File: config.mk
export PLATFORM = sky130hd
export DESIGN_NAME = byte_patch_table_matcher_flat
export DESIGN_NICKNAME = d
export VERILOG_FILES = /design/src/hw/rtl/bptm_pkg.sv /design/src/hw/rtl/bptm_req_if.sv /design/src/hw/rtl/bptm_rsp_if.sv /design/src/hw/rtl/bptm_ctrl.sv /design/src/hw/rtl/bptm_dp.sv /design/src/hw/rtl/byte_patch_table_matcher.sv /design/src/flat_wrapper.sv
export SDC_FILE = /design/constraint.sdc
export NUM_CORES = 2
export LEC_CHECK = 0
export BUFFER_PORTS_ARGS = -buffer_cell sky130_fd_sc_hd__clkbuf_2
export CELL_PAD_IN_SITES_DETAIL_PLACEMENT = 1
export CELL_PAD_IN_SITES_GLOBAL_PLACEMENT = 1
export CORE_MARGIN = 2
export CORE_UTILIZATION = 53
export CTS_BUF_LIST = sky130_fd_sc_hd__clkbuf_8
export CTS_CLUSTER_DIAMETER = 40
export DETAILED_ROUTE_END_ITERATION = 16
export PLACE_DENSITY_LB_ADDON = 0.2
export SYNTH_ARGS = -nofsm -noshare
export SYNTH_HDL_FRONTEND = slang
export SYNTH_HIERARCHICAL = 1
export SYNTH_SLANG_ARGS = --single-unit
File: constraint.sdc
create_clock -name clk -period 6.51 [get_ports clk]
set_clock_uncertainty 0.1 [all_clocks]
set_input_delay 1.302 -clock clk [delete_from_list [all_inputs] [get_ports clk]]
set_output_delay 1.302 -clock clk [all_outputs]
set_load 0.01 [all_outputs]
File: src/hw/rtl/bptm_pkg.sv
package bptm_pkg;

    // field widths of the two channels
    localparam int OP_W     = 2;
    localparam int ADDR_W   = 24;
    localparam int BYTE_W   = 8;
    localparam int SLOT_W   = 8;
    localparam int STATUS_W = 2;
    localparam int COUNT_W  = 7;

    // operation codes
    localparam logic [OP_W-1:0] OP_MATCH  = 2'd0;
    localparam logic [OP_W-1:0] OP_ADD    = 2'd1;
    localparam logic [OP_W-1:0] OP_REMOVE = 2'd2;
    localparam logic [OP_W-1:0] OP_CLEAR  = 2'd3;

    // result status codes
    localparam logic [STATUS_W-1:0] ST_OK    = 2'd0;
    localparam logic [STATUS_W-1:0] ST_MISS  = 2'd1;
    localparam logic [STATUS_W-1:0] ST_FULL  = 2'd2;
    localparam logic [STATUS_W-1:0] ST_RANGE = 2'd3;

    // original byte value that matches any byte
    localparam logic [BYTE_W-1:0] ANY_BYTE = 8'hFF;

    // commands from controller to datapath
    typedef struct packed {
        logic                load;
        logic                issue;
        logic                rd_last;
        logic                wr_hit;
        logic                wr_app;
        logic                move;
        logic                clr;
        logic                res_hit;
        logic                res_code_en;
        logic [STATUS_W-1:0] res_code;
        logic                out_load;
    } cmd_t;

    // status from datapath to controller
    typedef struct packed {
        logic [OP_W-1:0] op;
        logic            full;
        logic            slot_oor;
        logic            scan_done;
        logic            hit_match;
        logic            hit_addr;
        logic            out_free;
    } stat_t;

endpackage

File: src/hw/rtl/bptm_req_if.sv
interface bptm_req_if;
    logic                          valid;
    logic                          ready;
    logic [bptm_pkg::OP_W-1:0]     op;
    logic [bptm_pkg::ADDR_W-1:0]   addr;
    logic [bptm_pkg::BYTE_W-1:0]   cmp_byte;
    logic [bptm_pkg::BYTE_W-1:0]   repl_byte;
    logic                          enable_flag;
    logic [bptm_pkg::SLOT_W-1:0]   slot;

    modport source (
        output valid, op, addr, cmp_byte, repl_byte, enable_flag, slot,
        input  ready
    );
    modport sink (
        input  valid, op, addr, cmp_byte, repl_byte, enable_flag, slot,
        output ready
    );
endinterface

File: src/hw/rtl/bptm_rsp_if.sv
interface bptm_rsp_if;
    logic                            valid;
    logic                            ready;
    logic [bptm_pkg::STATUS_W-1:0]   status;
    logic [bptm_pkg::BYTE_W-1:0]     patched_byte;
    logic [bptm_pkg::COUNT_W-1:0]    entry_count;

    modport source (
        output valid, status, patched_byte, entry_count,
        input  ready
    );
    modport sink (
        input  valid, status, patched_byte, entry_count,
        output ready
    );
endinterface

File: src/hw/rtl/bptm_ctrl.sv
module bptm_ctrl (
    input  logic             clk,
    input  logic             rst_n,
    input  logic             req_valid,
    output logic             req_ready,
    input  bptm_pkg::stat_t  stat,
    output bptm_pkg::cmd_t   cmd
);

    localparam logic [2:0] S_IDLE   = 3'd0;
    localparam logic [2:0] S_EXEC   = 3'd1;
    localparam logic [2:0] S_SCAN   = 3'd2;
    localparam logic [2:0] S_MOVE   = 3'd3;
    localparam logic [2:0] S_FINISH = 3'd4;

    logic [2:0] state_reg;
    logic [2:0] state_next;

    assign req_ready = (state_reg == S_IDLE);

    // sequencing of one request
    always_comb
    begin
        state_next = state_reg;
        cmd        = '0;
        case (state_reg)
            S_IDLE:
            begin
                if (req_valid)
                begin
                    cmd.load   = 1'b1;
                    state_next = S_EXEC;
                end
            end
            S_EXEC:
            begin
                case (stat.op)
                    bptm_pkg::OP_MATCH:
                    begin
                        cmd.issue  = 1'b1;
                        state_next = S_SCAN;
                    end
                    bptm_pkg::OP_ADD:
                    begin
                        if (stat.full)
                        begin
                            cmd.res_code_en = 1'b1;
                            cmd.res_code    = bptm_pkg::ST_FULL;
                            state_next      = S_FINISH;
                        end
                        else
                        begin
                            cmd.issue  = 1'b1;
                            state_next = S_SCAN;
                        end
                    end
                    bptm_pkg::OP_REMOVE:
                    begin
                        if (stat.slot_oor)
                        begin
                            cmd.res_code_en = 1'b1;
                            cmd.res_code    = bptm_pkg::ST_RANGE;
                            state_next      = S_FINISH;
                        end
                        else
                        begin
                            cmd.rd_last = 1'b1;
                            state_next  = S_MOVE;
                        end
                    end
                    default:
                    begin
                        cmd.clr         = 1'b1;
                        cmd.res_code_en = 1'b1;
                        cmd.res_code    = bptm_pkg::ST_OK;
                        state_next      = S_FINISH;
                    end
                endcase
            end
            S_SCAN:
            begin
                if (stat.op == bptm_pkg::OP_MATCH)
                begin
                    if (stat.hit_match)
                    begin
                        cmd.res_hit = 1'b1;
                        state_next  = S_FINISH;
                    end
                    else if (stat.scan_done)
                    begin
                        cmd.res_code_en = 1'b1;
                        cmd.res_code    = bptm_pkg::ST_MISS;
                        state_next      = S_FINISH;
                    end
                    else
                    begin
                        cmd.issue = 1'b1;
                    end
                end
                else
                begin
                    if (stat.hit_addr)
                    begin
                        cmd.wr_hit      = 1'b1;
                        cmd.res_code_en = 1'b1;
                        cmd.res_code    = bptm_pkg::ST_OK;
                        state_next      = S_FINISH;
                    end
                    else if (stat.scan_done)
                    begin
                        cmd.wr_app      = 1'b1;
                        cmd.res_code_en = 1'b1;
                        cmd.res_code    = bptm_pkg::ST_OK;
                        state_next      = S_FINISH;
                    end
                    else
                    begin
                        cmd.issue = 1'b1;
                    end
                end
            end
            S_MOVE:
            begin
                cmd.move        = 1'b1;
                cmd.res_code_en = 1'b1;
                cmd.res_code    = bptm_pkg::ST_OK;
                state_next      = S_FINISH;
            end
            S_FINISH:
            begin
                if (stat.out_free)
                begin
                    cmd.out_load = 1'b1;
                    state_next   = S_IDLE;
                end
            end
            default:
            begin
                state_next = S_IDLE;
            end
        endcase
    end

    always_ff @(posedge clk or negedge rst_n)
    begin
        if (!rst_n)
        begin
            state_reg <= S_IDLE;
        end
        else
        begin
            state_reg <= state_next;
        end
    end

endmodule

File: src/hw/rtl/bptm_dp.sv
module bptm_dp #(
    parameter int ENTRIES   = 64,
    parameter int ADDR_BITS = 24
) (
    input  logic                            clk,
    input  logic                            rst_n,
    input  bptm_pkg::cmd_t                  cmd,
    output bptm_pkg::stat_t                 stat,
    input  logic [bptm_pkg::OP_W-1:0]       in_op,
    input  logic [bptm_pkg::ADDR_W-1:0]     in_addr,
    input  logic [bptm_pkg::BYTE_W-1:0]     in_cmp_byte,
    input  logic [bptm_pkg::BYTE_W-1:0]     in_repl_byte,
    input  logic                            in_enable_flag,
    input  logic [bptm_pkg::SLOT_W-1:0]     in_slot,
    output logic                            out_valid,
    input  logic                            out_ready,
    output logic [bptm_pkg::STATUS_W-1:0]   out_status,
    output logic [bptm_pkg::BYTE_W-1:0]     out_patched_byte,
    output logic [bptm_pkg::COUNT_W-1:0]    out_entry_count
);

    localparam int AW    = (ADDR_BITS < bptm_pkg::ADDR_W) ? ADDR_BITS : bptm_pkg::ADDR_W;
    localparam int IDX_W = (ENTRIES > 1) ? $clog2(ENTRIES) : 1;
    localparam int CNT_W = $clog2(ENTRIES + 1);
    localparam int CMP_W = bptm_pkg::SLOT_W + 1;

    typedef struct packed {
        logic [AW-1:0]                 addr;
        logic [bptm_pkg::BYTE_W-1:0]   orig;
        logic [bptm_pkg::BYTE_W-1:0]   repl;
        logic                          en;
    } entry_t;

    entry_t mem [ENTRIES];

    // request registers
    logic [bptm_pkg::OP_W-1:0]     op_reg;
    logic [AW-1:0]                 addr_reg;
    logic [bptm_pkg::BYTE_W-1:0]   ob_reg;
    logic [bptm_pkg::BYTE_W-1:0]   nb_reg;
    logic                          en_reg;
    logic [bptm_pkg::SLOT_W-1:0]   slot_reg;

    // table and scan state
    logic [CNT_W-1:0] live_reg;
    logic [CNT_W-1:0] live_next;
    logic [CNT_W-1:0] idx_reg;
    logic [CNT_W-1:0] idx_next;
    logic [CNT_W-1:0] rd_idx_reg;
    logic             rd_vld_reg;
    logic             rd_vld_next;
    entry_t           rd_data_reg;

    // result registers
    logic [bptm_pkg::STATUS_W-1:0] res_status_reg;
    logic [bptm_pkg::BYTE_W-1:0]   res_byte_reg;
    logic                          out_valid_reg;
    logic                          out_valid_next;
    logic [bptm_pkg::STATUS_W-1:0] out_status_reg;
    logic [bptm_pkg::BYTE_W-1:0]   out_byte_reg;
    logic [CNT_W-1:0]              out_count_reg;

    logic [CNT_W-1:0]   live_m1;
    logic [IDX_W-1:0]   last_idx;
    logic               issue_ok;
    logic               addr_eq;
    logic               orig_ok;
    logic               wr_en;
    logic [IDX_W-1:0]   wr_addr;
    entry_t             wr_data;
    entry_t             req_entry;
    logic [CNT_W+6:0]   count_ext;

    assign live_m1  = live_reg - CNT_W'(1);
    assign last_idx = live_m1[IDX_W-1:0];
    assign issue_ok = cmd.issue && (idx_reg != live_reg);

    // compare of the entry read last cycle
    assign addr_eq = (rd_data_reg.addr == addr_reg);
    assign orig_ok = (rd_data_reg.orig == bptm_pkg::ANY_BYTE) || (rd_data_reg.orig == ob_reg);

    always_comb
    begin
        stat           = '0;
        stat.op        = op_reg;
        stat.full      = (live_reg == CNT_W'(ENTRIES));
        stat.slot_oor  = ({1'b0, slot_reg} >= CMP_W'(live_reg));
        stat.scan_done = (live_reg == '0) || (rd_vld_reg && (rd_idx_reg == live_m1));
        stat.hit_match = rd_vld_reg && rd_data_reg.en && addr_eq && orig_ok;
        stat.hit_addr  = rd_vld_reg && addr_eq;
        stat.out_free  = !out_valid_reg || out_ready;
    end

    // table write port select
    always_comb
    begin
        req_entry.addr = addr_reg;
        req_entry.orig = ob_reg;
        req_entry.repl = nb_reg;
        req_entry.en   = en_reg;
        wr_en          = cmd.wr_hit || cmd.wr_app || cmd.move;
        wr_addr        = live_reg[IDX_W-1:0];
        wr_data        = req_entry;
        if (cmd.wr_hit)
        begin
            wr_addr = rd_idx_reg[IDX_W-1:0];
        end
        else if (cmd.move)
        begin
            wr_addr = slot_reg[IDX_W-1:0];
            wr_data = rd_data_reg;
        end
    end

    // table memory, registered read
    always_ff @(posedge clk)
    begin
        if (issue_ok)
        begin
            rd_data_reg <= mem[idx_reg[IDX_W-1:0]];
        end
        else if (cmd.rd_last)
        begin
            rd_data_reg <= mem[last_idx];
        end
        if (wr_en)
        begin
            mem[wr_addr] <= wr_data;
        end
    end

    // next values of control state
    always_comb
    begin
        live_next = live_reg;
        if (cmd.clr)
        begin
            live_next = '0;
        end
        else if (cmd.wr_app)
        begin
            live_next = live_reg + CNT_W'(1);
        end
        else if (cmd.move)
        begin
            live_next = live_m1;
        end

        idx_next = idx_reg;
        if (cmd.load)
        begin
            idx_next = '0;
        end
        else if (issue_ok)
        begin
            idx_next = idx_reg + CNT_W'(1);
        end

        rd_vld_next = issue_ok;

        out_valid_next = out_valid_reg;
        if (cmd.out_load)
        begin
            out_valid_next = 1'b1;
        end
        else if (out_ready)
        begin
            out_valid_next = 1'b0;
        end
    end

    always_ff @(posedge clk or negedge rst_n)
    begin
        if (!rst_n)
        begin
            live_reg      <= '0;
            idx_reg       <= '0;
            rd_vld_reg    <= 1'b0;
            out_valid_reg <= 1'b0;
        end
        else
        begin
            live_reg      <= live_next;
            idx_reg       <= idx_next;
            rd_vld_reg    <= rd_vld_next;
            out_valid_reg <= out_valid_next;
        end
    end

    // request capture, scan index and results
    always_ff @(posedge clk)
    begin
        if (cmd.load)
        begin
            op_reg   <= in_op;
            addr_reg <= in_addr[AW-1:0];
            ob_reg   <= in_cmp_byte;
            nb_reg   <= in_repl_byte;
            en_reg   <= in_enable_flag;
            slot_reg <= in_slot;
        end
        if (issue_ok)
        begin
            rd_idx_reg <= idx_reg;
        end
        if (cmd.res_hit)
        begin
            res_status_reg <= bptm_pkg::ST_OK;
            res_byte_reg   <= rd_data_reg.repl;
        end
        else if (cmd.res_code_en)
        begin
            res_status_reg <= cmd.res_code;
            res_byte_reg   <= '0;
        end
        if (cmd.out_load)
        begin
            out_status_reg <= res_status_reg;
            out_byte_reg   <= res_byte_reg;
            out_count_reg  <= live_reg;
        end
    end

    assign count_ext        = {7'b0, out_count_reg};
    assign out_valid        = out_valid_reg;
    assign out_status       = out_status_reg;
    assign out_patched_byte = out_byte_reg;
    assign out_entry_count  = count_ext[bptm_pkg::COUNT_W-1:0];

endmodule

File: src/hw/rtl/byte_patch_table_matcher.sv
// Byte patch table matcher. Keeps a packed table of up to ENTRIES patches
// (address, expected original byte with 0xFF as wildcard, replacement byte,
// enable) in one single-port-read memory and answers one result beat per
// request beat: match, add or replace, remove by slot, clear. Match and add
// walk the live entries one per cycle through the memory read port; match
// stops at the first enabled hit and add at the first address hit. Remove
// reads the last live entry and moves it into the removed slot, while
// clear, a refused add and an out-of-range remove need no table read. Only
// slots below the live count are ever read, so reset and clear take effect
// at once with no sweep of the memory. A finished result waits in an output
// register; while the previous result is still held there the request
// stalls in its last cycle, and the next request is accepted once the new
// result has been loaded.
module byte_patch_table_matcher #(
    parameter int ENTRIES   = 64,
    parameter int ADDR_BITS = 24
) (
    input  logic       clk,
    input  logic       rst_n,
    bptm_req_if.sink   req,
    bptm_rsp_if.source rsp
);

    bptm_pkg::cmd_t  cmd;
    bptm_pkg::stat_t stat;

    // sequencer
    bptm_ctrl u_ctrl (
        .clk       (clk),
        .rst_n     (rst_n),
        .req_valid (req.valid),
        .req_ready (req.ready),
        .stat      (stat),
        .cmd       (cmd)
    );

    // table, compare and result registers
    bptm_dp #(
        .ENTRIES   (ENTRIES),
        .ADDR_BITS (ADDR_BITS)
    ) u_dp (
        .clk              (clk),
        .rst_n            (rst_n),
        .cmd              (cmd),
        .stat             (stat),
        .in_op            (req.op),
        .in_addr          (req.addr),
        .in_cmp_byte      (req.cmp_byte),
        .in_repl_byte     (req.repl_byte),
        .in_enable_flag   (req.enable_flag),
        .in_slot          (req.slot),
        .out_valid        (rsp.valid),
        .out_ready        (rsp.ready),
        .out_status       (rsp.status),
        .out_patched_byte (rsp.patched_byte),
        .out_entry_count  (rsp.entry_count)
    );

endmodule
File: src/flat_wrapper.sv
// flat-port wrapper written by rule: the top's interface ports become plain ports
module byte_patch_table_matcher_flat 
#(
    parameter int ENTRIES   = 64,
    parameter int ADDR_BITS = 24
)
  (clk, rst_n, req_valid, req_op, req_addr, req_cmp_byte, req_repl_byte, req_enable_flag, req_slot, req_ready, rsp_valid, rsp_status, rsp_patched_byte, rsp_entry_count, rsp_ready);
  bptm_req_if req_i ();
  bptm_rsp_if rsp_i ();
  input  logic clk;
  input  logic rst_n;
  input wire logic [$bits(req_i.valid)-1:0] req_valid;
  input wire logic [$bits(req_i.op)-1:0] req_op;
  input wire logic [$bits(req_i.addr)-1:0] req_addr;
  input wire logic [$bits(req_i.cmp_byte)-1:0] req_cmp_byte;
  input wire logic [$bits(req_i.repl_byte)-1:0] req_repl_byte;
  input wire logic [$bits(req_i.enable_flag)-1:0] req_enable_flag;
  input wire logic [$bits(req_i.slot)-1:0] req_slot;
  output wire logic [$bits(req_i.ready)-1:0] req_ready;
  output wire logic [$bits(rsp_i.valid)-1:0] rsp_valid;
  output wire logic [$bits(rsp_i.status)-1:0] rsp_status;
  output wire logic [$bits(rsp_i.patched_byte)-1:0] rsp_patched_byte;
  output wire logic [$bits(rsp_i.entry_count)-1:0] rsp_entry_count;
  input wire logic [$bits(rsp_i.ready)-1:0] rsp_ready;
  assign req_i.valid = req_valid;
  assign req_i.op = req_op;
  assign req_i.addr = req_addr;
  assign req_i.cmp_byte = req_cmp_byte;
  assign req_i.repl_byte = req_repl_byte;
  assign req_i.enable_flag = req_enable_flag;
  assign req_i.slot = req_slot;
  assign req_ready = req_i.ready;
  assign rsp_valid = rsp_i.valid;
  assign rsp_status = rsp_i.status;
  assign rsp_patched_byte = rsp_i.patched_byte;
  assign rsp_entry_count = rsp_i.entry_count;
  assign rsp_i.ready = rsp_ready;
  byte_patch_table_matcher #(.ENTRIES(ENTRIES), .ADDR_BITS(ADDR_BITS)) u_core (.clk(clk), .rst_n(rst_n), .req(req_i), .rsp(rsp_i));
endmodule
Yosys cells after proc, flatten, opt, wreduce, memory -nomap -nowiden. Memory sizes are Yosys's and may differ from the RTL's. Cells that the tools add are included.

Flip-flop bits (word level): 145. Bits in latches: 0. Bits in writable memories: 2624. Bits in read-only memories: 0. Bits of input ports: 55. Output and inout port bits: 19. Word-level logic and storage cells: 123. Memories kept: 1.

Memory list: u_core.u_dp.mem (depth 64, bits a word 41, read ports 2, clocked after Yosys merged registers in 0, write ports 1, RTL line bptm_dp.sv:34) `entry_t mem [ENTRIES];`.

$add $sub $neg: 3. Multiply operators: 0. Div/mod/pow operators: 0. $lt $le $gt $ge: 1. Eq/ne operators: 14. Shift operators: 0. Mux-type cells: 61. Bitwise operators: 0. Reduce and logical (&&, ||, !) cells: 22.

Operator list (number): 2-to-1 mux 41 bit (4); 2-to-1 mux 3 bit (15); 2-to-1 mux 7 bit (5); one-hot mux 3 bit (3 select lines) (3); 2-to-1 mux 1 bit (25); equality test 24 bit (1); 2-to-1 mux 8 bit (2); one-hot mux 3 bit (5 select lines) (1); adder 7 x 1 -> 7 bit, second input constant (2); 2-to-1 mux 6 bit (2); equality test 8 bit (1); equality test 8 bit, second input constant (1); >= comparator 8 x 7 -> 1 bit (1); nonzero test 2 bit (4); equality test 7 bit (1); equality test 7 bit, second input constant (1); zero test 7 bit (1); != test 7 bit (1); subtractor 7 x 1 -> 7 bit, second input constant (1); equality test 3 x 2 -> 1 bit, second input constant (2); logical AND 1 bit (6); logical OR 1 bit (5); 2-to-1 mux 2 bit (2); one-hot mux 1 bit (2 select lines) (2); other kinds (12) (12).

Longest topological paths before layout.
Depth after elaboration: 12. Gate-level depth with buffers: 23. Depth with buffers taken out: 15.

By module. Netlist, hierarchy kept.

Modules (own cells, without submodules): bptm_dp (times used 1, cells an instance 6218, area an instance 127233.3 um^2, seq. area each 82959.6 um^2); bptm_ctrl (times used 1, cells an instance 46, area an instance 346.6 um^2, seq. area each 75.1 um^2).

Least setup slack after synthesis. OpenSTA, ideal clock, no wires.

Path kind: reg-to-reg. Start: register u_core.u_dp.live_reg[0]. End: memory u_core/u_dp/mem[47][0] (netlist bit), enable pin. Setup time: 0.439 ns. Data arrival time: 6.519 ns. Required time: 5.971 ns. Setup slack: -0.548 ns. Stages on the path, launching flop included: 21. Buffers on the path: 9. Period minus slack after synthesis: 7.058 ns. Cell sequence: dfrtp_1 -> buf_4 -> buf_2 -> buf_4 -> buf_4 -> buf_2 -> inv_1 -> ha_1 -> buf_2 -> buf_2 -> clkbuf_1 -> xor2_1 -> nand4_1 -> or4_1 -> o21ai_0 -> and4b_1 -> clkbuf_1 -> o31ai_1 -> nor3_1 -> or3b_2 -> nor2_1.

RTL lines: start: declaration (RTL line bptm_dp.sv:45) `logic [CNT_W-1:0] live_reg;`; start signal: assignment (RTL line bptm_dp.sv:183) `live_reg <= live_next;`; end: declaration (RTL line bptm_dp.sv:34).

==> metrics.md <==
| Metric | Value |
|---|---|
| Status | finished, final reports clean |
| Final setup vio count | 0 |
| Mapped Area | 128000 sq um |
| Yosys cell types | 65 |
| Crit-path max FO | 32 |
| CTS tree | yes |
| CTS clk-pin slew, worst paths | 0.06 ns |
| Fillers | 20266 |
| Post-Syn Nets | approximately 6300 |
| Final hold vios | 0 |
| DPL Wire Length | approximately 250 mm |
| Slew margin rel. | ~1.2% |
| Crit path launch type | register |
| I/O pins | 74 |
| Reg2reg start | u_core/u_dp/rd_data_reg[38] |
| Post-Route WL | about 430 mm |
| Initial Util | a little over half |
| Detail Route Antenna Nets | 0 |
| DR iter-0 viols | between 10000 and 15000 |
| Die width | 495 microns |
| Max Slew Vio Count | 0 |
| Final min period | 6.39 ns |
| WP data required | 7.30 ns |
| Syn Inst Count | 6264 |
| Total CTS buffers | roughly 490 |
| Worst hold path type | in2async |
| Critical Path End Type | register |
| Largest register FFs | ~2600 |
| Crit share post-route | a little over nine tenths |
| Post-synth top area share | 64.7% |
| Pwr dens | roughly 460 nW/um^2 |
| Initial DRT Pass Iterations | 7 |
| Peak supply drop | between 0.7 and 0.8 mV |
| Leakage Power | around 43 nW |
| Fmax | 156 MHz |
| Overflow after GRT | 0 |
| Row count | 180 |
| Async SR Flop Fraction | less than 1% |
| CTS Hold Bufs | 0 |
| CTS max path bufs | 4 |
| Area contributors post-synth | edfxtp_1 65%, mux4_2 25%, mux2i_1 1.6%, nand2_1 1.2%, buf_2 0.70% |
| Share of layout cells above drive strength 1 | a little over a third |
| Largest net degree at the start of global routing | about 140 |
| RSZ-0062 raised after global routing | no |
| Placed Cells | a little over 9000 |
| Buffers on Ports | 73 |
| Final Non-Filler Cells | around 10000 |
| Flip-flop and latch area | 83100 sq um |
| Seq/Total Area, Yosys | 65.1% |
| Warnings from Yosys | 6 |
| Chip height | ~490 microns |
| Antenna violations before repair | 20 |
| Worst Max-Slew Pin Slew | roughly 1.5 ns |
| Vias per std cell | 7.32 |
| Layout area overhead | 11.5% |
| Area leader, netlist | edfxtp_1 |
| GRT Util Overall | 35.4% |
| Most common flop cell mapped by yosys | edfxtp_1 |
| Critical Path AT | 7.18 ns |
| Worst Path Class, Setup | reg2reg |
| Worst R2R End | u_core/u_dp/rd_data_reg[24] |
| CTS Sinks | between 2000 and 3000 |
| Clock latency on the worst-skew pair | around 1.2 ns |
| Clock root buffer | clkbuf_8 |
| Commonest cells post-synth | 2748 x edfxtp_1, 1435 x mux4_2, 420 x nand2_1, 215 x clkbuf_1, 207 x mux2i_1 |
| DIE AREA | roughly 240000 sq um |
| Vias in the first global route | 75907 |
| RD Place Congestion | ~0.89 |
| H-tree depth | 5 |
| Mapped Avg Cell Area | 20.4 sq um |
| FF-to-FF setup slack | around 0.12 ns |
| Post-synth EDFFs | ~2700 |
| Multi-input logic area | approximately 43000 sq um |
| Fin nets | 6650 |
| Post-detailed-route wirelength per cell | between 40 and 50 microns |
| Via Count | between 70000 and 80000 |
| Core area | ~240000 sq um |
| Synth Register Bits | between 2000 and 3000 |
| Max-cap violations | 0 |
| Design Power | around 65 mW |
| Depth of the worst register-to-register path | 15 |
| DRC violations left | 0 |
| Top-count cell post-synth | edfxtp_1 |
| First-pass GRT wire length | around 600 mm |
==> stage by stage <==
stage	worst slack (ns)	TNS, ns	utilization (%)	hold WS, ns	instance area (sq um)
final	0.116	0	59.3	0.0742	142000
after global routing	0.165	0	59.3	0.0597	142000
after CTS	0.105	0	59.3	0.00407	142000
after detailed placement	0.135	0	55.4	0.308	133000
after global placement	0.424	0	55.4	0.302	133000
after floorplan	-0.548	-101.87	-	0.300	128000
==> how the worst max path moves through the flow <==
stage | end | slack, ns | start | depth (start not counted)
after CTS | u_core/u_dp/rd_data_reg[24] | 0.11 | u_core/u_dp/rd_data_reg[38] | 15
after global routing | u_core/u_dp/mem[17][40] | 0.16 | u_core/u_dp/live_reg[0] | 14
after global placement | u_core/u_dp/rd_data_reg[24] | 0.42 | u_core/u_dp/rd_data_reg[38] | 15
after detailed placement | u_core/u_dp/rd_data_reg[24] | 0.14 | u_core/u_dp/rd_data_reg[38] | 15
after floorplan | u_core/u_dp/mem[47][0] | -0.55 | u_core/u_dp/live_reg[0] | 20
final | u_core/u_dp/rd_data_reg[24] | 0.12 | u_core/u_dp/rd_data_reg[38] | 15
==> cells by family (layout without fill, tap and decap cells) <==
group / after synthesis / count (layout) / synth area share, %
flops: 2769 / 2769 / 65.1
mux: 1708 / 1708 / 27.5
simple gates: 798 / 798 / 2.76
buf+inv: 493 / 1200 / 1.76
compound gates: 421 / 421 / 2.30
xor+xnor: 64 / 64 / 0.445
fa+ha+maj: 11 / 11 / 0.108
other cells: 0 / 10 / 0
==> placed cells by master, fill, tap and decap left out, types with 73 or more instances in the layout <==
cell / Yosys / layout
edfxtp_1: 2748 / 2748
mux2i_1: 207 / 207
mux4_2: 1435 / 1435
buf_4: 32 / 180
clkbuf_2: 0 / 73
clkinv_1: 1 / 121
nand2_1: 420 / 416
nand3_1: 117 / 116
inv_1: 11 / 143
clkbuf_8: 0 / 498
==> critical path, stage by stage (launching register included) <==
cell	delay [ns]
edfxtp_1	0.44
xnor2_1	0.60
nand4_1	0.34
nor2_1	0.30
nand4_1	0.19
nor4_4	0.89
and3_1	0.34
nor3b_1	0.39
or4b_1	0.21
nand2_1	0.10
o41ai_4	0.15
buf_4	0.53
nand3_4	0.86
o22ai_1	0.40
nor3_1	0.11
buf_4	0.14
==> power by group <==
part | leakage, nW | switching (mW) | internal (mW)
registers | 25.0 | 0.678 | 21.8
logic | 13.3 | 16.6 | 10.7
clock network | 5.20 | 7.37 | 8.33
==> repair_timing <==
item                                    in CTS  in global routing
resized for setup                            0                  1
setup buffers                                0                  0
endpoints found under the setup margin       0                 21
==> metal layers <==
| layer | track usage (%) | wire length [microns] | vias up |
|---|---|---|---|
| met5 | 0 | 161 | - |
| met4 | 17.4 | 24100 | 22 |
| met3 | 8.84 | 51800 | 1013 |
| met2 | 53.2 | 199000 | 5557 |
| met1 | 49.0 | 155000 | 40024 |
| li1 | - | - | 27845 |
==> area by class of cell <==
| type | count | share of cell area (%) |
|---|---|---|
| well taps | 3185 | 2.80 |
| clock buffers | 498 | 4.82 |
| diodes | 10 | 0.0176 |
| flip-flops and latches | 2769 | 58.4 |
| repair buffers | 309 | 1.99 |
| clock inverters | 379 | 1.75 |
| inverters | 14 | 0.0440 |
| multi-input cells | 3002 | 30.2 |
Note: power is estimated with default switching activity, not from simulation.
